### src/rtl/rbbc_pkg.sv
// ----------------------------------------------------------------------------
// rbbc_pkg
// shared widths, constants and stage records for the bottom-center block
// ----------------------------------------------------------------------------
`default_nettype none

package rbbc_pkg;

    localparam int COORD_BITS      = 24;
    localparam int TRIG_FRAC_BITS  = 14;
    localparam int COORD_FRAC_BITS = 8;
    localparam int TRIG_BITS       = TRIG_FRAC_BITS + 2;
    localparam int SENTINEL_MM     = 10000;

    // shifted z is one bit wider than a coordinate
    localparam int ZS_BITS   = COORD_BITS + 1;
    localparam int PROD_X    = COORD_BITS + TRIG_BITS;
    localparam int PROD_Z    = ZS_BITS + TRIG_BITS;
    localparam int SUM_BITS  = PROD_Z + 1;
    localparam int CFG_BITS  = (COORD_BITS > TRIG_BITS) ? COORD_BITS : TRIG_BITS;
    localparam int CFG_IDX_BITS = 2;

    localparam logic [CFG_IDX_BITS-1:0] REG_COS    = CFG_IDX_BITS'(0);
    localparam logic [CFG_IDX_BITS-1:0] REG_SIN    = CFG_IDX_BITS'(1);
    localparam logic [CFG_IDX_BITS-1:0] REG_ZSHIFT = CFG_IDX_BITS'(2);

    localparam longint COORD_MAX = (longint'(1) <<< (COORD_BITS - 1)) - 1;
    localparam longint COORD_MIN = -(longint'(1) <<< (COORD_BITS - 1));
    localparam longint SENT_FULL = longint'(SENTINEL_MM) <<< COORD_FRAC_BITS;
    localparam longint SENT_VAL  = (SENT_FULL > COORD_MAX) ? COORD_MAX : SENT_FULL;

    localparam logic signed [COORD_BITS-1:0] SENT_HI = COORD_BITS'(SENT_VAL);
    localparam logic signed [COORD_BITS-1:0] SENT_LO = COORD_BITS'(-SENT_VAL);

    localparam logic signed [SUM_BITS-1:0] SAT_HI   = SUM_BITS'(COORD_MAX);
    localparam logic signed [SUM_BITS-1:0] SAT_LO   = SUM_BITS'(COORD_MIN);
    localparam logic signed [SUM_BITS-1:0] ROUND_HF = SUM_BITS'(longint'(1) <<< (TRIG_FRAC_BITS - 1));

    localparam logic signed [TRIG_BITS-1:0]  COS_RESET = TRIG_BITS'(longint'(1) <<< TRIG_FRAC_BITS);
    localparam logic signed [TRIG_BITS-1:0]  SIN_RESET = '0;
    localparam logic signed [COORD_BITS-1:0] ZSH_RESET = '0;

    typedef logic signed [COORD_BITS-1:0] t_coord;

    // captured vertex, z already shifted
    typedef struct packed {
        logic                      valid;
        logic                      last;
        t_coord                    x;
        t_coord                    y;
        logic signed [ZS_BITS-1:0] zs;
    } t_vtx;

    // rotated vertex
    typedef struct packed {
        logic   valid;
        logic   last;
        t_coord rx;
        t_coord y;
        t_coord rz;
    } t_rot;

    // finished extremes of one mesh
    typedef struct packed {
        logic   valid;
        t_coord low_x;
        t_coord high_x;
        t_coord low_y;
        t_coord high_y;
        t_coord low_z;
    } t_ext;

    // round half up, drop fraction, clamp to the coordinate range
    function automatic t_coord round_sat(input logic signed [SUM_BITS-1:0] v);
        logic signed [SUM_BITS-1:0] r;
        r = (v + ROUND_HF) >>> TRIG_FRAC_BITS;
        if (r > SAT_HI) begin
            return COORD_BITS'(SAT_HI);
        end else if (r < SAT_LO) begin
            return COORD_BITS'(SAT_LO);
        end
        return r[COORD_BITS-1:0];
    endfunction

endpackage

`default_nettype wire

### src/rtl/rbbc_rotate.sv
// ----------------------------------------------------------------------------
// rbbc_rotate
// two-stage xz rotation: registered products, then sum, round and clamp
// ----------------------------------------------------------------------------
`default_nettype none

module rbbc_rotate
    import rbbc_pkg::*;
(
    input  wire logic                        i_clk,
    input  wire logic                        i_rst_n,
    input  wire logic                        i_en,
    input  wire t_vtx                        i_vtx,
    input  wire logic signed [TRIG_BITS-1:0] i_cos,
    input  wire logic signed [TRIG_BITS-1:0] i_sin,
    output t_rot                             o_rot
);

    logic                       r_p_valid;
    logic                       r_p_last;
    t_coord                     r_p_y;
    logic signed [PROD_X-1:0]   r_xc;
    logic signed [PROD_X-1:0]   r_xs;
    logic signed [PROD_Z-1:0]   r_zc;
    logic signed [PROD_Z-1:0]   r_zs;
    t_rot                       r_rot;

    logic signed [SUM_BITS-1:0] n_sum_x;
    logic signed [SUM_BITS-1:0] n_sum_z;

    always_comb begin
        n_sum_x = SUM_BITS'(r_xc) - SUM_BITS'(r_zs);
        n_sum_z = SUM_BITS'(r_xs) + SUM_BITS'(r_zc);
    end

    always_ff @(posedge i_clk) begin
        if (!i_rst_n) begin
            r_p_valid   <= 1'b0;
            r_rot.valid <= 1'b0;
        end else if (i_en) begin
            r_p_valid   <= i_vtx.valid;
            r_rot.valid <= r_p_valid;
        end
        if (i_en) begin
            r_p_last   <= i_vtx.last;
            r_p_y      <= i_vtx.y;
            r_xc       <= i_vtx.x * i_cos;
            r_xs       <= i_vtx.x * i_sin;
            r_zc       <= i_vtx.zs * i_cos;
            r_zs       <= i_vtx.zs * i_sin;
            r_rot.last <= r_p_last;
            r_rot.y    <= r_p_y;
            r_rot.rx   <= round_sat(n_sum_x);
            r_rot.rz   <= round_sat(n_sum_z);
        end
    end

    assign o_rot = r_rot;

endmodule

`default_nettype wire

### config.mk
export PLATFORM = sky130hd
export DESIGN_NAME = rbbc_rotate
export DESIGN_NICKNAME = d
export VERILOG_FILES = /design/src/rtl/rbbc_pkg.sv /design/src/rtl/rbbc_rotate.sv
export SDC_FILE = /design/constraint.sdc
export NUM_CORES = 2
export LEC_CHECK = 0
export BUFFER_PORTS_ARGS = -buffer_cell sky130_fd_sc_hd__clkbuf_2
export CORE_UTILIZATION = 40
export DETAILED_ROUTE_END_ITERATION = 10
export PLACE_DENSITY = 0.63
export SYNTH_ARGS = -nofsm -noshare
export SYNTH_HDL_FRONTEND = slang
export SYNTH_SLANG_ARGS = --single-unit
### constraint.sdc
create_clock -name i_clk -period 12.38 [get_ports i_clk]
set_clock_uncertainty 0.1 [all_clocks]
set_input_delay 1.238 -clock i_clk [delete_from_list [all_inputs] [get_ports i_clk]]
set_output_delay 1.238 -clock i_clk [all_outputs]
set_load 0.01 [all_outputs]
# Yosys cells after proc, flatten, opt, wreduce, memory -nomap -nowiden
# Cells that the tools add are included.
# totals
register_bits	262
latch_bits	0
mem_bits_ro	0
mem_bits_rw	0
n_memories	0
# classes
n_mux	12
n_lt_le_gt_ge	4
shift	0
n_eq_ne	0
multipliers	4
div	0
bitwise_logic	0
addsub	4
n_reduce_logical	0
# op_table
cell	count
24-bit two-way mux	6
42-bit by 15-bit adder with 42-bit output, second input constant	2
25-bit by 16-bit multiplier with 41-bit output	2
24-bit by 16-bit multiplier with 40-bit output	2
28-bit by 24-bit > comparator with 1-bit output, second input constant	2
28-bit by 24-bit less-than comparator with 1-bit output, second input constant	2
40-bit by 41-bit adder with 42-bit output	1
40-bit by 41-bit subtractor with 42-bit output	1
1-bit two-way mux	6

# Logic depth before layout (Yosys ltp)
# depth
depth_word	7
mapped_depth	26
mapped_depth_nobuf	25

# Worst setup path after synthesis
# No wires, ideal clock.
# synth_timing
path_type	input to register
startpoint	in i_cos[4]
endpoint	reg r_xc[39] (data pin)
path_stages	25
t_arrival_ns	7.326
t_required_ns	12.020
n_path_buf	2
setup_slack_ns	4.694
path_cell_list	clkbuf_1 -> clkbuf_1 -> nand2_1 -> fa_1 -> inv_1 -> fa_1 -> inv_1 -> fa_1 -> inv_1 -> fa_1 -> fa_1 -> inv_1 -> fa_1 -> inv_1 -> ha_1 -> a21oi_1 -> nor3_1 -> a2111oi_2 -> o21ai_1 -> o32ai_2 -> o221ai_2 -> or4b_1 -> a31o_1 -> a21oi_2 -> xnor2_1
# synth_between
elab_chain_len	1
# synth_rtl
item	line_no	rtl
start, declared	rbbc_rotate.sv:14	input wire logic signed [TRIG_BITS-1:0] i_cos,
24-bit by 16-bit multiplier with 40-bit output	rbbc_rotate.sv:47	r_xc <= i_vtx.x * i_cos;
end signal, assigned	rbbc_rotate.sv:47	
end, declared	rbbc_rotate.sv:22	logic signed [PROD_X-1:0] r_xc;
# No other way between the ends.
# A chain may end at the register's enable or synchronous reset.

# Worst setup path after layout
# layout_timing
startpoint	in i_cos[8]
endpoint	reg r_xc[39] (data pin)
# The elaborated chain is that of the path after synthesis.

==> results.toml <==
[synth]
synthArstFlopShare = 0
synth-edff-count = 260
synth.net_count = 9476
synth_cells = 7288
ys.flop_type = "edfxtp_1"
ys_seq_area_frac = 0.114
syn_area_per_cell_sq_um = 9.44
yosys_warnings = 0
ys_seq_elements = 262
synthDistinctLibCells = 84
syn_area_sq_mm = 0.0688

[clock_network]
cts_tree = "built"
clockRootBuffer = "clkbuf_16"
cts_sinks = 262
cts_buffers = 39
htreeDepth = 2
hold_buffers = 0
ctsResizeCount = 0
clk_latency_ns = 0.64
cts_buffer_depth = 3
cts_setup_buffers = 0
path_clk_slew_ns = 0.06

[timing]
period_minus_slack_ns = 8.47
drv_slew = 0
fin_setup_tns_ns = 0
setup_viol = 0
fmax_ghz = 0.118
rsz0062_at_grt = "no"
fin_crit_sh = 0.684
setup_ws_ns = 3.91
timing.final.hold_violations = 0
maxSlewHeadroom = 0.140
tightest_slew_ns = 1.29

[finish]
nets = 9450
area_growth_pct = 6.31
final_cells = 9511
fin_area_sq_mm = 0.0731
drive_gt1_frac = 0.0509
fillCellCount = 16700

[placement]
numPortBuffers = 183
post_dp_cell_area_sq_mm = 0.0718
pre_cts_ws_ns = 3.37
place.gp.congestion = 0.946
dp.final_hpwl_microns = 143000
dp_cells = 9439

[floorplan]
rows = 151
die_area_sq_mm = 0.174
coreArea_sq_mm = 0.170
initial_core_util = 0.404
io_pins = 184
die_y_microns = 417
die_w_microns = 417

[critical_path]
critPathCaptureType = "register"
worstPathRequired_ns = 12.63
cp_max_fo = 26
crit_arrival_ns = 8.72
critPathKind = "in -> reg"
start_kind = "primary input"

[routing]
wirelength_microns = 188000
detailroute.via_count = 48700
drtIter0Drc = 3342
via_per_inst = 5.12
dr.pass1.iters = 8
final_antenna_net_count = 0
drc = 0
wire_per_inst_microns = 19.8

[outcome]
status = "finished, final reports clean"

[flow_run]
cap_violations = 0

[global_routing]
gr-total-overflow = 0
grt_pass1_wl_microns = 303000
grt_max_degree = 78
grt_pass1_vias = 52800
grt_use_total = 0.226
antenna_found_initial = 9

[worst_hold_path]
worstHoldPathType = "reg -> reg"
==> stage by stage <==
stage	utilization	hold slack [ns]
final	0.430	0.315
after global routing	0.430	0.321
after CTS	0.430	0.313
after detailed placement	0.423	0.305
after global placement	0.423	0.301
after floorplan	-	0.300
==> kinds of logic after synthesis <==
kind of cell,Yosys count,share of synthesized area
flops,262,0.114
simple gates,1941,0.135
buf+inv,2163,0.118
xor+xnor,224,0.0285
mux,4,0.000582
fa+ha+maj,2078,0.544
compound gates,616,0.0587
==> metal layers <==
layer	share of wire	wire (microns)	GRT usage	vias to the layer above
met4	0.050	9500	0.0995	4
met1	0.41	77000	0.292	25300
met3	0.060	11300	0.0313	340
met5	0.00012	23	0	-
li1	-	-	-	21600
met2	0.48	90500	0.378	1481
==> registers in the layout (all words and copies together), names as in the netlist <==
register / cells
r_p_valid: 1
r_zc: 41
r_p_y: 24
r_xs: 40
r_zs: 41
r_p_last: 1
r_xc: 40
o_rot: 74
==> cell usage after synthesis, types with 6 or more instances <==
cell type / count / share of area
inv_1: 1833 / 0.10
fa_1: 1524 / 0.44
nand2_1: 945 / 0.052
and2_1: 630 / 0.057
ha_1: 554 / 0.10
clkbuf_1: 320 / 0.017
edfxtp_1: 260 / 0.11
a21oi_1: 196 / 0.014
nor2_1: 173 / 0.0094
xnor2_1: 164 / 0.021
a21o_1: 112 / 0.012
o21ai_0: 83 / 0.0060
xor2_1: 60 / 0.0076
nand3_1: 37 / 0.0027
nand2b_1: 33 / 0.0030
o21bai_1: 32 / 0.0035
o21ai_1: 30 / 0.0022
nor3_1: 29 / 0.0021
o21a_1: 27 / 0.0029
nand4_1: 25 / 0.0023
nor2b_1: 16 / 0.0015
a211oi_1: 15 / 0.0016
and3_1: 13 / 0.0012
o211ai_1: 13 / 0.0014
nor4_1: 12 / 0.0011
o21ai_2: 12 / 0.0015
a31oi_1: 11 / 0.0010
or3_1: 8 / 0.00073
a31o_2: 7 / 0.00089
o31ai_1: 6 / 0.00065
==> critical path, stage by stage <==
cell	delay, ns
clkbuf_2	0.63
buf_4	0.48
nand2_1	0.13
fa_1	0.55
inv_1	0.05
fa_1	0.49
inv_1	0.05
fa_1	0.53
inv_1	0.05
fa_1	0.46
fa_1	0.49
inv_1	0.05
fa_1	0.48
inv_1	0.04
ha_1	0.34
a21oi_1	0.19
nor3_1	0.08
a2111oi_2	0.36
o21ai_1	0.13
o32ai_2	0.60
o221ai_2	0.21
or4b_1	0.56
a31o_1	0.24
a21oi_2	0.14
xnor2_1	0.07
==> cell usage in the layout, fill, tap and decap left out, types with 5 or more instances in the layout <==
cell / instances
a211oi_1: 15
a21boi_0: 5
a21o_1: 112
a21oi_1: 196
a221oi_1: 5
a31o_2: 7
a31oi_1: 10
and2_1: 630
and3_1: 13
buf_4: 80
clkbuf_16: 39
clkbuf_2: 182
diode_2: 5
edfxtp_1: 260
fa_1: 1524
ha_1: 554
inv_1: 1833
nand2_1: 945
nand2b_1: 33
nand3_1: 37
nand4_1: 25
nor2_1: 173
nor2b_1: 16
nor3_1: 29
nor4_1: 12
o211ai_1: 13
o21a_1: 27
o21ai_0: 83
o21ai_1: 30
o21ai_2: 12
o21bai_1: 32
o31ai_1: 6
o41ai_1: 5
or2_2: 5
or3_1: 8
xnor2_1: 164
xor2_1: 60
==> layout make-up <==
class	instances	area, sq um	area share
flip-flops and latches	262	7850	0.107
multi-input cells	4863	52800	0.722
inverters	1833	6880	0.0941
clock buffers	46	1030	0.0141
repair buffers	263	1530	0.0209
well taps	2218	2780	0.0380
clock inverters	21	229	0.00313
diodes	5	12.5	0.000171
==> final timing paths <==
kind | start | end | slack (ns) | cells past startpoint
worst max-delay path | i_cos[8] | r_xc[39] | 3.91 | 25
worst min-delay path | r_p_y[13] | o_rot[37] | 0.32 | 0
worst max register to register | r_xc[16] | o_rot[68] | 7.55 | 12
worst min register to register | r_p_y[13] | o_rot[37] | 0.32 | 0
Power is not shown: default switching activity piles up to over one toggle a cycle in this logic, so the estimate is an artifact.
