==> src/rtl/rbbc_pkg.sv <==
// ----------------------------------------------------------------------------
// rbbc_pkg
// shared widths, constants and stage records for the bottom-center block
// ----------------------------------------------------------------------------
`default_nettype none

package rbbc_pkg;

    localparam int COORD_BITS      = 24;
    localparam int TRIG_FRAC_BITS  = 14;
    localparam int COORD_FRAC_BITS = 8;
    localparam int TRIG_BITS       = TRIG_FRAC_BITS + 2;
    localparam int SENTINEL_MM     = 10000;

    // shifted z is one bit wider than a coordinate
    localparam int ZS_BITS   = COORD_BITS + 1;
    localparam int PROD_X    = COORD_BITS + TRIG_BITS;
    localparam int PROD_Z    = ZS_BITS + TRIG_BITS;
    localparam int SUM_BITS  = PROD_Z + 1;
    localparam int CFG_BITS  = (COORD_BITS > TRIG_BITS) ? COORD_BITS : TRIG_BITS;
    localparam int CFG_IDX_BITS = 2;

    localparam logic [CFG_IDX_BITS-1:0] REG_COS    = CFG_IDX_BITS'(0);
    localparam logic [CFG_IDX_BITS-1:0] REG_SIN    = CFG_IDX_BITS'(1);
    localparam logic [CFG_IDX_BITS-1:0] REG_ZSHIFT = CFG_IDX_BITS'(2);

    localparam longint COORD_MAX = (longint'(1) <<< (COORD_BITS - 1)) - 1;
    localparam longint COORD_MIN = -(longint'(1) <<< (COORD_BITS - 1));
    localparam longint SENT_FULL = longint'(SENTINEL_MM) <<< COORD_FRAC_BITS;
    localparam longint SENT_VAL  = (SENT_FULL > COORD_MAX) ? COORD_MAX : SENT_FULL;

    localparam logic signed [COORD_BITS-1:0] SENT_HI = COORD_BITS'(SENT_VAL);
    localparam logic signed [COORD_BITS-1:0] SENT_LO = COORD_BITS'(-SENT_VAL);

    localparam logic signed [SUM_BITS-1:0] SAT_HI   = SUM_BITS'(COORD_MAX);
    localparam logic signed [SUM_BITS-1:0] SAT_LO   = SUM_BITS'(COORD_MIN);
    localparam logic signed [SUM_BITS-1:0] ROUND_HF = SUM_BITS'(longint'(1) <<< (TRIG_FRAC_BITS - 1));

    localparam logic signed [TRIG_BITS-1:0]  COS_RESET = TRIG_BITS'(longint'(1) <<< TRIG_FRAC_BITS);
    localparam logic signed [TRIG_BITS-1:0]  SIN_RESET = '0;
    localparam logic signed [COORD_BITS-1:0] ZSH_RESET = '0;

    typedef logic signed [COORD_BITS-1:0] t_coord;

    // captured vertex, z already shifted
    typedef struct packed {
        logic                      valid;
        logic                      last;
        t_coord                    x;
        t_coord                    y;
        logic signed [ZS_BITS-1:0] zs;
    } t_vtx;

    // rotated vertex
    typedef struct packed {
        logic   valid;
        logic   last;
        t_coord rx;
        t_coord y;
        t_coord rz;
    } t_rot;

    // finished extremes of one mesh
    typedef struct packed {
        logic   valid;
        t_coord low_x;
        t_coord high_x;
        t_coord low_y;
        t_coord high_y;
        t_coord low_z;
    } t_ext;

    // round half up, drop fraction, clamp to the coordinate range
    function automatic t_coord round_sat(input logic signed [SUM_BITS-1:0] v);
        logic signed [SUM_BITS-1:0] r;
        r = (v + ROUND_HF) >>> TRIG_FRAC_BITS;
        if (r > SAT_HI) begin
            return COORD_BITS'(SAT_HI);
        end else if (r < SAT_LO) begin
            return COORD_BITS'(SAT_LO);
        end
        return r[COORD_BITS-1:0];
    endfunction

endpackage

`default_nettype wire

==> src/rtl/rbbc_center.sv <==
// ----------------------------------------------------------------------------
// rbbc_center
// midpoint of the extremes into the output register
// ----------------------------------------------------------------------------
`default_nettype none

module rbbc_center
    import rbbc_pkg::*;
(
    input  wire logic i_clk,
    input  wire logic i_rst_n,
    input  wire t_ext i_done,
    output logic      o_take,
    output logic      o_out_valid,
    input  wire logic i_out_ready,
    output t_coord    o_center_x,
    output t_coord    o_center_y,
    output t_coord    o_bottom_z
);

    logic                        r_out_valid;
    t_coord                      r_cx, r_cy, r_bz;
    logic signed [COORD_BITS:0]  n_sum_x;
    logic signed [COORD_BITS:0]  n_sum_y;

    // half the sum always fits, no clamp needed
    always_comb begin
        n_sum_x = (COORD_BITS + 1)'(i_done.low_x) + (COORD_BITS + 1)'(i_done.high_x);
        n_sum_y = (COORD_BITS + 1)'(i_done.low_y) + (COORD_BITS + 1)'(i_done.high_y);
        o_take  = i_done.valid && (!r_out_valid || i_out_ready);
    end

    always_ff @(posedge i_clk) begin
        if (!i_rst_n) begin
            r_out_valid <= 1'b0;
        end else if (o_take) begin
            r_out_valid <= 1'b1;
        end else if (i_out_ready) begin
            r_out_valid <= 1'b0;
        end
        if (o_take) begin
            r_cx <= n_sum_x[COORD_BITS:1];
            r_cy <= n_sum_y[COORD_BITS:1];
            r_bz <= i_done.low_z;
        end
    end

    assign o_out_valid = r_out_valid;
    assign o_center_x  = r_cx;
    assign o_center_y  = r_cy;
    assign o_bottom_z  = r_bz;

endmodule

`default_nettype wire

==> config.mk <==
export PLATFORM = sky130hd
export DESIGN_NAME = rbbc_center
export DESIGN_NICKNAME = d
export VERILOG_FILES = /design/src/rtl/rbbc_pkg.sv /design/src/rtl/rbbc_center.sv
export SDC_FILE = /design/constraint.sdc
export NUM_CORES = 1
export LEC_CHECK = 0
export BUFFER_PORTS_ARGS = -buffer_cell sky130_fd_sc_hd__buf_2
export CORE_AREA = 2 2 113 115
export CTS_CLUSTER_SIZE = 8
export DETAILED_ROUTE_END_ITERATION = 12
export DIE_AREA = 0 0 115 117
export HOLD_SLACK_MARGIN = 0.03
export PLACE_DENSITY = 0.67
export SYNTH_ARGS = -nofsm -noshare
export SYNTH_HDL_FRONTEND = slang
export SYNTH_SLANG_ARGS = --single-unit
==> constraint.sdc <==
create_clock -name i_clk -period 5.5 [get_ports i_clk]
set_clock_uncertainty 0.15 [all_clocks]
set_input_delay 0.55 -clock i_clk [delete_from_list [all_inputs] [get_ports i_clk]]
set_output_delay 0.55 -clock i_clk [all_outputs]
set_load 0.1 [all_outputs]
=== After elaboration in Yosys (flattened, before gate mapping) ===
Index checks and enable logic that the tools add are counted.

* $add $sub $neg: 2
* Multiply operators: 0
* Divide/modulo/power cells: 0
* $lt $le $gt $ge: 0
* Equal/unequal tests: 0
* Shift-type cells: 0
* Mux-type cells: 2
* Bitwise operators: 0
* Reduce and logical (&&, ||, !) cells: 4

{| class="wikitable"
|+ Operators with widths
! cell !! number
|-
| adder 24 x 24 -> 25 bit || 2
|-
| two-way mux 1 bit || 2
|-
| nonzero test 2 bit || 1
|-
| logical AND 1 bit || 1
|-
| logical NOT 1 bit || 1
|-
| logical OR 1 bit || 1
|}

* Flip-flop bits (word level): 73
* Latch bits: 0
* Bits in writable memories: 0
* Bits in read-only memories: 0
* Input bits: 124
* Output and inout port bits: 74
* Logic and storage cells: 12
* Memories kept: 0

=== Logic depth before layout (Yosys ltp) ===
* Depth in word-level cells: 4
* Gate-level depth with buffers: 9

=== Least setup slack after synthesis ===
OpenSTA, ideal clock, no wires.

* Path type: register to register
* Start point: register r_out_valid (netlist: o_out_valid)
* End point: register r_bz[0] (netlist: o_bottom_z[0]) (enable)
* Library setup time: 575 ps
* Arrival time: 5424 ps
* Slack: -648 ps
* Stages on the path, launching flop included: 3
* Path buffers: 0
* Cells stage by stage: dfxtp_1 nor2b_1 nor2b_1

* Longest elaborated chain between the ends: 3

{| class="wikitable"
|+ RTL lines
! item !! line !! RTL
|-
| start: declaration || rbbc_center.sv:21 || <nowiki>logic r_out_valid;</nowiki>
|-
| start signal: assignment || rbbc_center.sv:35 || <nowiki>r_out_valid <= 1'b0;</nowiki>
|-
| start signal: assignment || rbbc_center.sv:37 || <nowiki>r_out_valid <= 1'b1;</nowiki>
|-
| start signal: assignment || rbbc_center.sv:39 || <nowiki>r_out_valid <= 1'b0;</nowiki>
|-
| logical NOT 1 bit || rbbc_center.sv:30 || <nowiki>o_take = i_done.valid && (!r_out_valid || i_out_ready);</nowiki>
|-
| logical OR 1 bit || rbbc_center.sv:30 ||
|-
| logical AND 1 bit || rbbc_center.sv:30 ||
|-
| named net o_take || rbbc_center.sv:13 || <nowiki>output logic o_take,</nowiki>
|-
| end signal: assignment || rbbc_center.sv:44 || <nowiki>r_bz <= i_done.low_z;</nowiki>
|-
| end: declaration || rbbc_center.sv:22 || <nowiki>t_coord r_cx, r_cy, r_bz;</nowiki>
|}

The timed path passes the listed nets, and every way through them passes these cells.
A chain may end at the register's enable or synchronous reset.

=== Final worst setup path ===
* Start point: input i_done[24] in the netlist's numbering
* End point: register r_cy[17] (netlist: o_center_y[17]), data pin

* Longest elaborated chain between the ends: 1

{| class="wikitable"
|+ RTL lines
! item !! line !! RTL
|-
| start: declaration || rbbc_center.sv:12 || <nowiki>input wire t_ext i_done,</nowiki>
|-
| adder 24 x 24 -> 25 bit || rbbc_center.sv:29 || <nowiki>n_sum_y = (COORD_BITS + 1)'(i_done.low_y) + (COORD_BITS + 1)'(i_done.high_y);</nowiki>
|-
| named net n_sum_y[18] || rbbc_center.sv:24 || <nowiki>logic signed [COORD_BITS:0] n_sum_y;</nowiki>
|-
| end signal: assignment || rbbc_center.sv:43 || <nowiki>r_cy <= n_sum_y[COORD_BITS:1];</nowiki>
|-
| end: declaration || rbbc_center.sv:22 ||
|}

The timed path passes the listed nets, and every way through them passes these cells.

==> impl_metrics.json <==
{
  "setup_violations": 0,
  "wire_per_inst_microns": 15.8,
  "startpoint_type": "input port",
  "fp.dieW_microns": 115,
  "fin_nets": 817,
  "status": "completed",
  "async_flop_share_pct": 0,
  "irDropWorstVdd_v": 0.000141,
  "ys_top_cells_by_count": "edfxtp_1, ha_1, a21oi_1",
  "synth_ff_type": "edfxtp_1",
  "clock_sinks": 73,
  "slew_headroom_pct": 57.1,
  "r2r-start": "o_out_valid$_SDFFE_PN0P_",
  "synthTopCellsByArea": "edfxtp_1, ha_1, a21oi_1",
  "worstSetupStartpoint": "i_done[24]",
  "synth_top_area_share_pct": 45.3,
  "seq_area_frac_synth_pct": 45.7,
  "cts_root_buf": "clkbuf_16",
  "hold_path_depth": 1,
  "hold_viol_final": 0,
  "dieArea_sq_um": 13500,
  "required_ns": 5.45,
  "place_hpwl_mm": 9.93,
  "synth.distinct_cells": 57,
  "grt_pass1_vias": 4079,
  "period_needed_ns": 2.71,
  "crit_slowest_cell": "fa_1",
  "grt_usage_pct": 18.7,
  "path_clk_slew_ns": 0.07,
  "cts-buffers-inserted": 9,
  "dr.pass1.iters": 4,
  "rows": 41,
  "crit_chain": "buf_2 -> and2_1 -> fa_1 -> a21oi_1 -> o21a_1 -> o2111a_1 -> and4b_1 -> o31a_1 -> nor2_1 -> xnor2_1",
  "drc": 0,
  "min_path_type": "input port to flip-flop",
  "finalNonFillerCells": 800,
  "grt_max_degree": 49,
  "rsz0062_at_grt": "no",
  "routed_wl_mm": 12.6,
  "setup_tns_ns": 0,
  "syn_area_sq_um": 4780,
  "die_h_microns": 117,
  "yosysMostFrequentCell": "edfxtp_1",
  "reg2reg_slack_ns": 3.34,
  "gp_congestion": 0.914,
  "maxCapViolations": 0,
  "vias_per_cell": 5.26,
  "areaGrowthSynthToFinish_pct": 30.5,
  "worst-path-stages": 10,
  "reg2regPathDepth": 4,
  "crit_path_end_kind": "flip-flop",
  "clk_latency_ns": 0.35,
  "ys_warn_count": 0,
  "antenna_found_initial": 0,
  "drive_above_1_share_pct": 34.5,
  "synthCells": 442,
  "drv_slew": 0,
  "arrival_ns": 2.65,
  "start_util_pct": 38.8,
  "htreeDepth": 3,
  "syn_nets": 614,
  "num_antenna_cells": 0,
  "cp_num_buf_inv": 1,
  "post-cts-setup-buffer-count": 0,
  "clock_path_buffers": 2,
  "synth_largest_area_cell": "edfxtp_1",
  "io_buffers": 197,
  "dp.cells": 784,
  "clock.fmax_mhz": 370,
  "cellLeakagePower_uw": 0.00279,
  "critPathMaxStageDelay_ns": 0.40,
  "grt_overflow": 0,
  "ctsHoldBuffers": 0,
  "tightest_slew_ns": 0.643,
  "hp-start": "i_done[11]",
  "pwr_density_cell_nw_per_um2": 349,
  "postRouteAntennaNets": 0,
  "grt_pass1_wl_mm": 19.4,
  "finalPower_uw": 2170,
  "via_count": 4211,
  "path_delay_family": "compound AO/OA/AOI/OAI gates",
  "core_sq_um": 12300,
  "crit_fanout": 3,
  "design.portCount": 198,
  "synth_edf_count": 72,
  "synth-seq-cells": 73,
  "avgSynthCellArea_sq_um": 10.8,
  "cts-resized-gates": 0,
  "path_class": "input port to flip-flop",
  "cts_tree": "yes",
  "drt_iter0_drc": 211,
  "post-route-period-util_pct": 49.2
}
final cells by class:
class | count | area [sq um]
Sequential cell | 73 | 2180
Multi-Input combinational cell | 345 | 2500
Tap cell | 150 | 188
Clock inverter | 7 | 77.6
Inverter | 17 | 63.8
Timing Repair Buffer | 199 | 1000
Fill cell | 1135 | 6080
Clock buffer | 9 | 225
worst reg2reg max path, cell delays in order, from the launching register on:
cell,delay (ns)
dfxtp_1,0.30
nor2b_1,0.16
nor2b_4,0.19
buf_4,0.35
buf_4,0.61
metrics by stage:
step                util, %  cell area, sq um  setup WS [ns]  hold WS [ns]
floorplan                 -              4780           1.26         0.499
global placement       48.2              5930           2.51         0.502
detailed placement     48.2              5930           2.45         0.514
CTS                    50.6              6230           2.82         0.213
global route           50.6              6230           2.61         0.213
finish                 50.6              6230           2.79         0.216
worst paths after layout:
path | endpoint
max reg2reg | o_center_x[17]$_DFFE_PP_
max | o_center_y[17]$_DFFE_PP_
min reg2reg | o_out_valid$_SDFFE_PN0P_
min | o_bottom_z[11]$_DFFE_PP_
cell usage in the layout, fill, tap and decap left out, types with 14 or more instances in the layout:
master	netlist	final
a21o_1	16	16
a21oi_1	42	42
buf_2	0	197
edfxtp_1	72	72
ha_1	46	46
inv_1	17	17
nand2_1	31	31
nor2_1	32	32
o21ai_0	15	15
xnor2_1	24	24
xor2_1	14	14
kinds of logic after synthesis:
logic type               share of synthesized area [%]
adder cells (fa/ha/maj)                           12.9
XOR/XNOR                                          6.97
multiplexers                                     0.236
buffers and inverters                             2.20
flip-flops                                        45.7
AND/OR/NAND/NOR                                   11.8
AO/OA/AOI/OAI                                     20.3
report_power, final:
group	internal (uW)	switching, uW
registers	694	14.0
logic	206	648
clock network	355	255
total	1260	917
sequential cells by signal (all words and copies together), names as in the netlist:
| signal | flops |
|---|---|
| o_center_y | 24 |
| o_center_x | 24 |
| o_bottom_z | 24 |
| o_out_valid | 1 |
per-layer routing:
layer  global-route usage (%)  wire, microns
met1                     21.6           5290
met2                     33.8           6400
met3                     3.86            656
met4                     7.55            258
met5                        0              0
Power figures use the tool's default switching activity.
