File: config.mk
export PLATFORM = sky130hd
export DESIGN_NAME = rbbc_extents
export DESIGN_NICKNAME = d
export VERILOG_FILES = /design/src/rtl/rbbc_pkg.sv /design/src/rtl/rbbc_extents.sv
export SDC_FILE = /design/constraint.sdc
export NUM_CORES = 1
export LEC_CHECK = 0
export BUFFER_PORTS_ARGS = -buffer_cell sky130_fd_sc_hd__buf_2
export CAP_MARGIN = 5
export CORE_ASPECT_RATIO = 0.7
export CORE_MARGIN = 2
export CORE_UTILIZATION = 57
export DETAILED_ROUTE_END_ITERATION = 10
export GPL_ROUTABILITY_DRIVEN = 0
export PLACE_DENSITY_LB_ADDON = 0.2
export SLEW_MARGIN = 20
export SYNTH_ARGS = -nofsm -noshare
export SYNTH_HDL_FRONTEND = slang
export SYNTH_SLANG_ARGS = --single-unit
File: constraint.sdc
create_clock -name i_clk -period 5 [get_ports i_clk]
set_input_delay 0.25 -clock i_clk [delete_from_list [all_inputs] [get_ports i_clk]]
set_output_delay 0.25 -clock i_clk [all_outputs]
set_load 0.03 [all_outputs]
File: src/rtl/rbbc_pkg.sv
// ----------------------------------------------------------------------------
// rbbc_pkg
// shared widths, constants and stage records for the bottom-center block
// ----------------------------------------------------------------------------
`default_nettype none

package rbbc_pkg;

    localparam int COORD_BITS      = 24;
    localparam int TRIG_FRAC_BITS  = 14;
    localparam int COORD_FRAC_BITS = 8;
    localparam int TRIG_BITS       = TRIG_FRAC_BITS + 2;
    localparam int SENTINEL_MM     = 10000;

    // shifted z is one bit wider than a coordinate
    localparam int ZS_BITS   = COORD_BITS + 1;
    localparam int PROD_X    = COORD_BITS + TRIG_BITS;
    localparam int PROD_Z    = ZS_BITS + TRIG_BITS;
    localparam int SUM_BITS  = PROD_Z + 1;
    localparam int CFG_BITS  = (COORD_BITS > TRIG_BITS) ? COORD_BITS : TRIG_BITS;
    localparam int CFG_IDX_BITS = 2;

    localparam logic [CFG_IDX_BITS-1:0] REG_COS    = CFG_IDX_BITS'(0);
    localparam logic [CFG_IDX_BITS-1:0] REG_SIN    = CFG_IDX_BITS'(1);
    localparam logic [CFG_IDX_BITS-1:0] REG_ZSHIFT = CFG_IDX_BITS'(2);

    localparam longint COORD_MAX = (longint'(1) <<< (COORD_BITS - 1)) - 1;
    localparam longint COORD_MIN = -(longint'(1) <<< (COORD_BITS - 1));
    localparam longint SENT_FULL = longint'(SENTINEL_MM) <<< COORD_FRAC_BITS;
    localparam longint SENT_VAL  = (SENT_FULL > COORD_MAX) ? COORD_MAX : SENT_FULL;

    localparam logic signed [COORD_BITS-1:0] SENT_HI = COORD_BITS'(SENT_VAL);
    localparam logic signed [COORD_BITS-1:0] SENT_LO = COORD_BITS'(-SENT_VAL);

    localparam logic signed [SUM_BITS-1:0] SAT_HI   = SUM_BITS'(COORD_MAX);
    localparam logic signed [SUM_BITS-1:0] SAT_LO   = SUM_BITS'(COORD_MIN);
    localparam logic signed [SUM_BITS-1:0] ROUND_HF = SUM_BITS'(longint'(1) <<< (TRIG_FRAC_BITS - 1));

    localparam logic signed [TRIG_BITS-1:0]  COS_RESET = TRIG_BITS'(longint'(1) <<< TRIG_FRAC_BITS);
    localparam logic signed [TRIG_BITS-1:0]  SIN_RESET = '0;
    localparam logic signed [COORD_BITS-1:0] ZSH_RESET = '0;

    typedef logic signed [COORD_BITS-1:0] t_coord;

    // captured vertex, z already shifted
    typedef struct packed {
        logic                      valid;
        logic                      last;
        t_coord                    x;
        t_coord                    y;
        logic signed [ZS_BITS-1:0] zs;
    } t_vtx;

    // rotated vertex
    typedef struct packed {
        logic   valid;
        logic   last;
        t_coord rx;
        t_coord y;
        t_coord rz;
    } t_rot;

    // finished extremes of one mesh
    typedef struct packed {
        logic   valid;
        t_coord low_x;
        t_coord high_x;
        t_coord low_y;
        t_coord high_y;
        t_coord low_z;
    } t_ext;

    // round half up, drop fraction, clamp to the coordinate range
    function automatic t_coord round_sat(input logic signed [SUM_BITS-1:0] v);
        logic signed [SUM_BITS-1:0] r;
        r = (v + ROUND_HF) >>> TRIG_FRAC_BITS;
        if (r > SAT_HI) begin
            return COORD_BITS'(SAT_HI);
        end else if (r < SAT_LO) begin
            return COORD_BITS'(SAT_LO);
        end
        return r[COORD_BITS-1:0];
    endfunction

endpackage

`default_nettype wire

File: src/rtl/rbbc_extents.sv
// ----------------------------------------------------------------------------
// rbbc_extents
// running extremes of the rotated cloud, handed off on the last vertex
// ----------------------------------------------------------------------------
`default_nettype none

module rbbc_extents
    import rbbc_pkg::*;
(
    input  wire logic i_clk,
    input  wire logic i_rst_n,
    input  wire logic i_en,
    input  wire t_rot i_rot,
    input  wire logic i_take,
    output t_ext      o_done
);

    t_coord r_low_x, r_high_x, r_low_y, r_high_y, r_low_z;
    t_coord n_low_x, n_high_x, n_low_y, n_high_y, n_low_z;
    t_ext   r_done;

    // strict compares against the current extreme
    always_comb begin
        n_low_x  = (i_rot.rx < r_low_x)  ? i_rot.rx : r_low_x;
        n_high_x = (i_rot.rx > r_high_x) ? i_rot.rx : r_high_x;
        n_low_y  = (i_rot.y  < r_low_y)  ? i_rot.y  : r_low_y;
        n_high_y = (i_rot.y  > r_high_y) ? i_rot.y  : r_high_y;
        n_low_z  = (i_rot.rz < r_low_z)  ? i_rot.rz : r_low_z;
    end

    always_ff @(posedge i_clk) begin
        if (!i_rst_n) begin
            r_low_x      <= SENT_HI;
            r_high_x     <= SENT_LO;
            r_low_y      <= SENT_HI;
            r_high_y     <= SENT_LO;
            r_low_z      <= SENT_HI;
            r_done.valid <= 1'b0;
        end else begin
            if (i_en && i_rot.valid) begin
                if (i_rot.last) begin
                    r_low_x  <= SENT_HI;
                    r_high_x <= SENT_LO;
                    r_low_y  <= SENT_HI;
                    r_high_y <= SENT_LO;
                    r_low_z  <= SENT_HI;
                end else begin
                    r_low_x  <= n_low_x;
                    r_high_x <= n_high_x;
                    r_low_y  <= n_low_y;
                    r_high_y <= n_high_y;
                    r_low_z  <= n_low_z;
                end
            end
            if (i_en && i_rot.valid && i_rot.last) begin
                r_done.valid <= 1'b1;
            end else if (i_take) begin
                r_done.valid <= 1'b0;
            end
        end
        if (i_en && i_rot.valid && i_rot.last) begin
            r_done.low_x  <= n_low_x;
            r_done.high_x <= n_high_x;
            r_done.low_y  <= n_low_y;
            r_done.high_y <= n_high_y;
            r_done.low_z  <= n_low_z;
        end
    end

    assign o_done = r_done;

endmodule

`default_nettype wire

* Word level (Yosys, flattened, before mapping)
Cells that the tools add are included.
** Word-level totals
- Bits in registers :: 241
- Bits of input ports :: 78
- Output and inout port bits :: 121
- Logic and storage cells :: 31
** Cells by class
- Order comparisons :: 5
- Multiplexer cells :: 12
- Reductions and logical operators :: 3
** Operator list (number)
- $mux 24 :: 10
- $lt 24x24->1 :: 3
- $gt 24x24->1 :: 2
- $logic_and 1x1->1 :: 2
- $mux 1 :: 2
- $reduce_bool 2->1 :: 1

* Depth between registers and ports, before layout
Gate-level depths: netlist (run 1).
- Word-level depth :: 3
- Depth in mapped cells :: 11
- Mapped depth without buffers :: 9

* Worst setup path before layout (run 1)
No wires, ideal clock.
- Kind :: input to register
- Start point :: in i_en
- End point :: reg r_done, in the netlist o_done[0] (enable)
- Setup time :: 495 ps
- Arrival time :: 3086 ps
- Path slack :: 1419 ps
- Stages on the path :: 1
- Path buffers :: 0
- Cells stage by stage :: and3_1
** Between the ends
- Word-level cells in the longest chain between the ends :: 2
** Ends and longest elaborated chain
- start: declaration :: line rbbc_extents.sv:12 : input wire logic i_en,
- $logic_and 1x1->1 (2 in a row) :: line rbbc_extents.sv:61 : if (i_en && i_rot.valid && i_rot.last) begin
- end: declaration :: line rbbc_extents.sv:20 : t_ext r_done;
No other way between the ends.
A chain may end at the register's enable or synchronous reset.

* Worst setup path after layout (run 1)
- Start point :: reg r_low_z[23]
- End point :: reg r_low_z[10]
** Between the ends
- Word-level cells in the longest chain between the ends :: 3
** Ends and longest elaborated chain
- start: declaration :: line rbbc_extents.sv:18 : t_coord r_low_x, r_high_x, r_low_y, r_high_y, r_low_z;
- start signal: assignment :: line rbbc_extents.sv:52 : r_low_z <= n_low_z;
- $lt 24x24->1 :: line rbbc_extents.sv:28 : n_low_z = (i_rot.rz < r_low_z) ? i_rot.rz : r_low_z;
- $mux 24 :: line rbbc_extents.sv:28
- $mux 24 :: line rbbc_extents.sv:41 : if (i_rot.last) begin
No other way between the ends.

==> run summary, run 1 <==
leading area contributor after synthesis = edfxtp_1
share of layout cells above drive strength 1 = 0.282
fin crit period = 3.70 ns
Critical Path, Cell by Cell = inv_1 -> ha_1 -> nand4_1 -> nor3_1 -> o211ai_1 -> o311ai_1 -> xor2_4 -> and2_1 -> a22o_1
crit path DAT = 4.15 ns
Initial Util = 0.580
CP max stage delay = 0.73 ns
Root Buffer = clkbuf_16
RSZ-0062 raised after global routing = no
Routed WL = 27100 um
row count = 44
DP HPWL = 18300 um
post-synthesis cell type count = 60
clk sinks = 241
first-pass GRT wire length = 43200 um
Worst Hold Class = in -> reg
postcts setup bufs = 0
Worst-Skew Late Latency = 0.51 ns
fmax = 270 MHz
final setup TNS = 0 ns
most frequent cells in the layout = buf_2, inv_1, dfxtp_1
GRT Total Usage = 0.241
Mean Syn Cell Area = 11.7 um^2
Synthesis Warnings = 0
antenna violations before repair = 1
Primary FF master, synth = dfxtp_1
FFs w/ async S/R, synth = 0
P_leak = 5.96 nW
# Max-Cap Violations = 0
sequential share of the synthesized area = 0.502
I/O Pins = 199
# nets final = 1425
Die Width = 177 um
Sequential Area = 6030 um^2
area share of the largest cell type after synthesis = 0.300
CP Class = reg -> reg
fin. max-slew vios = 0
final setup fails = 0
PD cells = 340 nW/um^2
core area = 20700 um^2
largest net degree at the start of global routing = 51
Avg Vias per Cell = 5.72
TritonCTS Buffers = 24
launch point of the critical path = r_low_z[23]
Die ar. = 22300 um^2
crit-path max FO = 33
number of global-route vias before repair = 8324
Hold Path Origin = i_rot[19]
routed len/inst = 17.7 um
status = completed
Starting DRT DRC Count = 821
1st-pass router iterations = 7
maximum VDD drop = 0.288 mV
I/O Buffers = 198
Slew @ Worst Pin = 1.11 ns
CTS Hold Bufs = 16
Die Height = 125 um
CP required = 5.44 ns
Fillers = 1576
Final Hold Vio Count = 0
deepest clock path buffer count = 3
period utilization = 0.740
post-cts sizing count = 0
TritonCTS clock tree = yes
Max-slew headroom = 0.257
startpoint type of the worst setup path = flop
CTS H-tree depth = 1
Post-Syn Area = 12000 um^2
P&R area growth vs syn = 19.0%
CP endpoint kind = flop
Synth area leaders = edfxtp_1, dfxtp_1, ha_1
Layout Skew = 0.00808 ns
CP max-delay cell = and2_1
Mapped Cells = 1026
via count of the routed design = 8727
origin of the critical flop-to-flop path = r_low_z[23]
multi-input combinational cell area = 5320 um^2
DRC = 0
Reg clk slew, reported paths = 0.06 ns
total grt overflow = 0
Post-DRT Antenna Nets = 0
synthesis-stage register bit count = 241
commonest non-fill, non-tap cell in the layout = buf_2
final hold slack = 0.0279 ns
Syn Nets = 1221
Post-synth EDFFs = 120
## state kept, by name, indices dropped and copies added, names as in the netlist
| register | count |
|---|---|
| r_low_y | 24 |
| r_low_x | 24 |
| r_high_x | 24 |
| r_high_y | 24 |
| o_done | 121 |
| r_low_z | 24 |
## path summary, 6_finish.rpt
kind | endpoint | slack (ns) | cells after the start
worst min register to register | r_high_y[21] | 0.47 | 1
worst max-delay path | r_low_z[10] | 1.30 | 9
worst min-delay path | r_low_z[19] | 0.03 | 2
worst max register to register | r_low_z[10] | 1.30 | 9
## cell usage after synthesis (11+ instances only)
library cell / instances
inv_1: 123
dfxtp_1: 121
edfxtp_1: 120
ha_1: 117
mux2_2: 72
a32o_1: 51
nand2_1: 46
nor2_1: 44
o21ai_0: 42
a21oi_1: 36
a22o_1: 34
a22oi_1: 23
clkbuf_1: 22
buf_2: 16
nand4_1: 16
mux2_4: 15
mux2i_1: 15
a21o_1: 12
a211oi_1: 11
## routing by layer
metal | vias to the layer above | part of all wire | track usage
met5 | - | 0 | 0
met4 | 0 | 0.016 | 0.0501
met3 | 35 | 0.068 | 0.0438
met2 | 282 | 0.42 | 0.352
met1 | 4173 | 0.50 | 0.372
li1 | 4237 | - | -
## kinds of logic (layout without fill, tap and decap cells)
| group | Yosys count | count (layout) | synth area share |
|---|---|---|---|
| and+or+nand+nor | 150 | 150 | 0.0606 |
| xor gates and xnor gates | 1 | 1 | 0.000730 |
| DFF | 241 | 241 | 0.502 |
| muxes | 103 | 103 | 0.101 |
| other | 0 | 1 | 0 |
| AOI/OAI and AO/OA | 246 | 246 | 0.156 |
| buffers and inverters | 168 | 390 | 0.0580 |
| adders and majority gates | 117 | 117 | 0.122 |
## area by class of cell
| cell class | instances | share of cell area |
|---|---|---|
| sequential | 241 | 0.422 |
| clock buffer | 30 | 0.0458 |
| multi-input combinational | 617 | 0.373 |
| timing repair buffer | 223 | 0.0859 |
| clock inverter | 14 | 0.0170 |
| inverter | 123 | 0.0323 |
| antenna | 1 | 0.000175 |
| tap | 276 | 0.0242 |
## critical path, delay by kind of cell, from the launching register on
kind	cells	cell delay [ns]
compound gates	3	0.97
xor+xnor	1	0.64
fa+ha+maj	1	0.41
buf+inv	1	0.07
flops	1	0.35
simple gates	3	1.20
## stage by stage
step / cells / total power, mW / area, um^2 / setup slack, ns / utilization
after floorplan: 1026 / 2.66 / 12000 / 1.42 / -
after global placement: 1463 / 2.84 / 13200 / 1.47 / 0.638
after detailed placement: 1463 / 2.85 / 13200 / 1.41 / 0.638
after CTS: 1523 / 4.88 / 14300 / 1.30 / 0.689
after global routing: 1525 / 5.03 / 14300 / 1.05 / 0.690
final: 1525 / 4.85 / 14300 / 1.30 / 0.690
## power by group
group / total, mW / internal [mW] / switching [mW] / leakage (nW)
Combinational: 0.649 / 0.253 / 0.396 / 3.44
Sequential: 2.17 / 2.15 / 0.0239 / 2.09
Clock: 2.03 / 1.29 / 0.746 / 0.433
(Power assumes the default switching activity.)
==> inputs of run 2 (changes only) <==
--- a/config.mk
+++ b/config.mk
@@ -9,7 +9,7 @@
 export CAP_MARGIN = 5
 export CORE_ASPECT_RATIO = 0.7
 export CORE_MARGIN = 2
-export CORE_UTILIZATION = 57
+export CORE_UTILIZATION = 51
 export DETAILED_ROUTE_END_ITERATION = 10
 export GPL_ROUTABILITY_DRIVEN = 0
 export PLACE_DENSITY_LB_ADDON = 0.2
==> constraint.sdc (replaced) <==
create_clock -name i_clk -period 3.2 [get_ports i_clk]
set_input_delay 0.16 -clock i_clk [delete_from_list [all_inputs] [get_ports i_clk]]
set_output_delay 0.16 -clock i_clk [all_outputs]
set_load 0.03 [all_outputs]
==> run summary, run 2 (same netlist as run 1, synthesis figures left out) <==
Reg2Reg Setup Slack = 0.19 ns
DP HPWL = 19500 um
# Max-Cap Violations = 0
Cells after DPL = 1517
Worst Hold Class = in -> reg
Max-slew headroom = 0.548
via count of the routed design = 8935
total grt overflow = 0
Starting DRT DRC Count = 518
final setup fails = 0
number of global-route vias before repair = 8632
core area = 22800 um^2
first-pass GRT wire length = 45200 um
Avg Vias per Cell = 5.47
maximum VDD drop = 0.349 mV
antenna cells = 0
Stages on worst setup path = 9
P_leak = 6.30 nW
final setup TNS = 0 ns
final core occ = 0.659
fin crit period = 3.01 ns
TritonCTS clock tree = yes
Layout Skew = 0.00753 ns
CTS H-tree depth = 1
Die Width = 187 um
GR Util met1 = 0.335
GR peak layer = met2
Root Buffer = clkbuf_16
row count = 46
1st-pass router iterations = 5
CP required = 3.46 ns
share of layout cells above drive strength 1 = 0.282
Post-Layout Cell Count = 1633
I/O Buffers = 198
Fillers = 1774
Post-DRT Antenna Nets = 0
I/O Pins = 199
Crit path max-delay family = simple AND/OR/NAND/NOR gates
TritonCTS Buffers = 24
deepest clock path buffer count = 3
most frequent cells in the layout = buf_2, inv_1, dfxtp_1
crit path DAT = 3.27 ns
clk sinks = 241
Die ar. = 24800 um^2
Slew @ Worst Pin = 0.674 ns
postcts setup bufs = 0
Die Height = 132 um
GRT Total Usage = 0.225
launch point of the critical path = r_low_y[23]
Final Hold Vio Count = 0
commonest non-fill, non-tap cell in the layout = buf_2
Reg clk slew, reported paths = 0.06 ns
# nets final = 1498
antenna violations before repair = 0
period utilization = 0.940
status = completed
crit-path max FO = 19
largest net degree at the start of global routing = 45
Worst-Skew Late Latency = 0.51 ns
reg2reg path depth = 9
CP max-delay cell = ha_1
CP Class = reg -> reg
worst r2r dst = o_done[71]
fmax = 332 MHz
RSZ-0062 raised after global routing = no
CP max stage delay = 0.42 ns
M2 GR Usage = 0.343
P&R area growth vs syn = 25.4%
routed len/inst = 17.4 um
fin. max-slew vios = 0
Routed WL = 28400 um
M3 GR Usage = 0.0421
startpoint type of the worst setup path = flop
Worst Setup EP = o_done[71]
PD cells = 500 nW/um^2
origin of the critical flop-to-flop path = r_low_y[23]
WP buf/inv = 2
Initial Util = 0.525
CP endpoint kind = flop
DRC = 0
Critical Path, Cell by Cell = inv_1 -> ha_1 -> nand4_1 -> or3_1 -> nor3_2 -> or2_4 -> mux2i_4 -> buf_12 -> mux2_2
Largest register FFs = 121
==> run 2: changes by cell type in the layout (fill, tap and decap cells not counted), sizes merged <==
cell         before  now
dlygate4sd3      16   72
buf             207  224
bufinv            7    4
clkinv            6    8
clkbuf           30   31
diode             1    0
==> run 2: layout make-up <==
class,count,area (um^2),area share
Timing Repair Buffer,296,1990,0.133
Clock buffer,31,678,0.0451
Tap cell,312,390,0.0259
Multi-Input combinational cell,617,5330,0.354
Sequential cell,241,6030,0.400
Clock inverter,13,166,0.0111
Inverter,123,462,0.0307
==> run 2: per-layer routing <==
metal / part of all wire / vias to the layer above
met5: 0 / -
met2: 0.43 / 232
met1: 0.50 / 4291
li1: - / 4387
met3: 0.056 / 25
met4: 0.014 / 0
==> run 2: what timing repair did <==
| item | in CTS | in global routing |
|---|---|---|
| resized for setup | 0 | 1 |
| endpoints found under the setup margin | 0 | 19 |
| hold buffers | 72 | 0 |
| endpoints found under the hold margin | 127 | 0 |
==> run 2: stage by stage <==
stage / cell area, um^2 / power, mW / hold slack [ns] / setup WS [ns]
floorplan: 12000 / 4.15 / 0.278 / 0.464
finish: 15000 / 7.52 / 0.0294 / 0.191
global route: 15000 / 7.80 / 0.0433 / 0.00277
detailed placement: 13500 / 4.50 / 0.423 / 0.203
CTS: 15000 / 7.57 / 0.00447 / 0.177
global placement: 13500 / 4.49 / 0.411 / 0.256
==> run 2: power by group <==
group | internal (mW) | switching [mW] | leakage, nW | total (mW)
logic | 0.479 | 0.645 | 3.79 | 1.12
clock network | 1.82 | 1.18 | 0.419 | 3.00
registers | 3.36 | 0.0365 | 2.09 | 3.39
total | 5.65 | 1.86 | 6.30 | 7.52
==> run 2: how the worst min path moves through the flow <==
stage / start / cells past startpoint / slack, ns / end
after floorplan: i_rst_n / 1 / 0.28 / o_done[120]
after global placement: i_rot[14] / 2 / 0.41 / r_low_z[14]
after detailed placement: i_rot[7] / 2 / 0.42 / r_low_z[7]
after CTS: i_rot[36] / 3 / 0.004 / r_low_y[12]
after global routing: i_rot[60] / 2 / 0.04 / o_done[108]
final: i_rot[36] / 3 / 0.03 / r_low_y[12]
==> run 2: tightest hold or removal path: stages <==
cell	delay, ns
buf_2	0.13
inv_1	0.12
a22oi_1	0.08
==> inputs of run 3 (changes only) <==
==> constraint.sdc (replaced) <==
create_clock -name i_clk -period 3.2 [get_ports i_clk]
set_input_delay 0.64 -clock i_clk [delete_from_list [all_inputs] [get_ports i_clk]]
set_output_delay 0.64 -clock i_clk [all_outputs]
set_load 0.03 [all_outputs]
==> run summary, run 3 (same netlist as run 1, synthesis figures left out) <==
DRC = 0
Worst Hold Class = in -> reg
row count = 46
final setup fails = 0
DP HPWL = 20200 um
TritonCTS Buffers = 24
Largest register FFs = 121
Root Buffer = clkbuf_16
# Max-Cap Violations = 0
Layout Skew = 0.0148 ns
clk sinks = 241
highest metal used = met5
Crit path max-delay family = simple AND/OR/NAND/NOR gates
Initial Util = 0.525
WL met3 = 2040 um
share of layout cells above drive strength 1 = 0.319
number of global-route vias before repair = 8541
GRT Total Usage = 0.224
Die Height = 132 um
Avg Vias per Cell = 5.51
# nets final = 1476
postcts setup bufs = 0
RSZ-0062 raised after global routing = no
maximum VDD drop = 0.319 mV
Die Width = 187 um
antenna cells = 0
crit path DAT = 3.17 ns
first-pass GRT wire length = 45000 um
Max-slew headroom = 0.404
CP Class = reg -> reg
P_leak = 6.23 nW
total grt overflow = 0
via count of the routed design = 8874
Cells after DPL = 1567
Post-Layout Cell Count = 1611
CTS H-tree depth = 1
Post-DRT Antenna Nets = 0
I/O Pins = 199
Routed WL = 28200 um
Die ar. = 24800 um^2
TritonCTS clock tree = yes
deepest clock path buffer count = 3
Fillers = 1822
CP endpoint kind = flop
WP buf/inv = 2
largest net degree at the start of global routing = 47
period utilization = 0.911
crit-path max FO = 10
status = completed
antenna violations before repair = 2
Final Hold Vio Count = 0
commonest non-fill, non-tap cell in the layout = buf_2
Reg clk slew, reported paths = 0.06 ns
core area = 22800 um^2
Starting DRT DRC Count = 514
P&R area growth vs syn = 22.9%
CP max stage delay = 0.44 ns
most frequent cells in the layout = buf_2, inv_1, dfxtp_1
final core occ = 0.646
Slew @ Worst Pin = 0.892 ns
fmax = 343 MHz
met2 WL = 12000 um
post-route met1 wirelength = 13800 um
fin crit period = 2.91 ns
1st-pass router iterations = 7
Worst-Skew Late Latency = 0.52 ns
CP max-delay cell = or3_1
Critical Path, Cell by Cell = inv_1 -> ha_1 -> nand4_1 -> or3_1 -> nor3_2 -> or2_4 -> mux2i_4 -> buf_12 -> mux2_2
PD cells = 499 nW/um^2
I/O Buffers = 198
routed len/inst = 17.5 um
startpoint type of the worst setup path = flop
CP required = 3.46 ns
fin. max-slew vios = 0
## run 3: cell count changes in the layout (fill, tap and decap cells not counted)
cell / delta
buf_12: +8
buf_4: +42
bufinv_16: -2
clkbuf_1: +6
clkbuf_8: +1
clkinv_1: +3
clkinv_2: -7
clkinvlp_4: -1
dlygate4sd3_1: -72
o311ai_1: -1
o311ai_2: +1
## run 3: layer usage
layer,vias to the layer above,global-route usage
li1,4341,-
met1,4231,0.334
met2,262,0.337
met3,36,0.0487
met4,4,0.0437
met5,-,0
## run 3: report_power, final
| group | leakage (nW) | switching (mW) | internal (mW) | total (mW) |
|---|---|---|---|---|
| Combinational | 3.76 | 0.648 | 0.499 | 1.15 |
| Sequential | 2.09 | 0.0360 | 3.36 | 3.39 |
| Clock | 0.382 | 1.14 | 1.68 | 2.82 |
| Total | 6.23 | 1.82 | 5.54 | 7.36 |
## run 3: cell type report
type	instances	area [um^2]	share of cell area
tap	312	390	0.0265
inverter	123	462	0.0313
multi-input combinational	617	5340	0.362
timing repair buffer	274	1750	0.119
clock inverter	6	75.1	0.00509
clock buffer	38	714	0.0484
sequential	241	6030	0.408
## run 3: per-stage QoR
| stage | worst slack, ns | total power, mW | setup TNS, ns | hold slack (ns) | cell area [um^2] |
|---|---|---|---|---|---|
| floorplan | 0.171 | 4.15 | 0 | 0.442 | 12000 |
| global placement | -0.118 | 4.58 | -3.56 | 0.446 | 13900 |
| detailed placement | -0.176 | 4.60 | -5.76 | 0.455 | 13900 |
| CTS | 0.184 | 7.43 | 0 | 0.359 | 14700 |
| global route | 0.101 | 7.66 | 0 | 0.374 | 14800 |
| finish | 0.286 | 7.36 | 0 | 0.385 | 14800 |
## run 3: path summary, 6_finish.rpt
kind / from / end / slack (ns) / cells after the start
setup / recovery: r_low_y[23] / o_done[50] / 0.29 / 9
hold / removal: i_rot[20] / r_low_z[20] / 0.39 / 2
setup reg to reg: r_low_y[23] / o_done[50] / 0.29 / 9
hold reg to reg: r_high_y[21] / r_high_y[21] / 0.47 / 1
## run 3: timing repair
action	CTS	global route
resized for setup	0	2
setup endpoints to repair	0	19
hold buffers	0	0
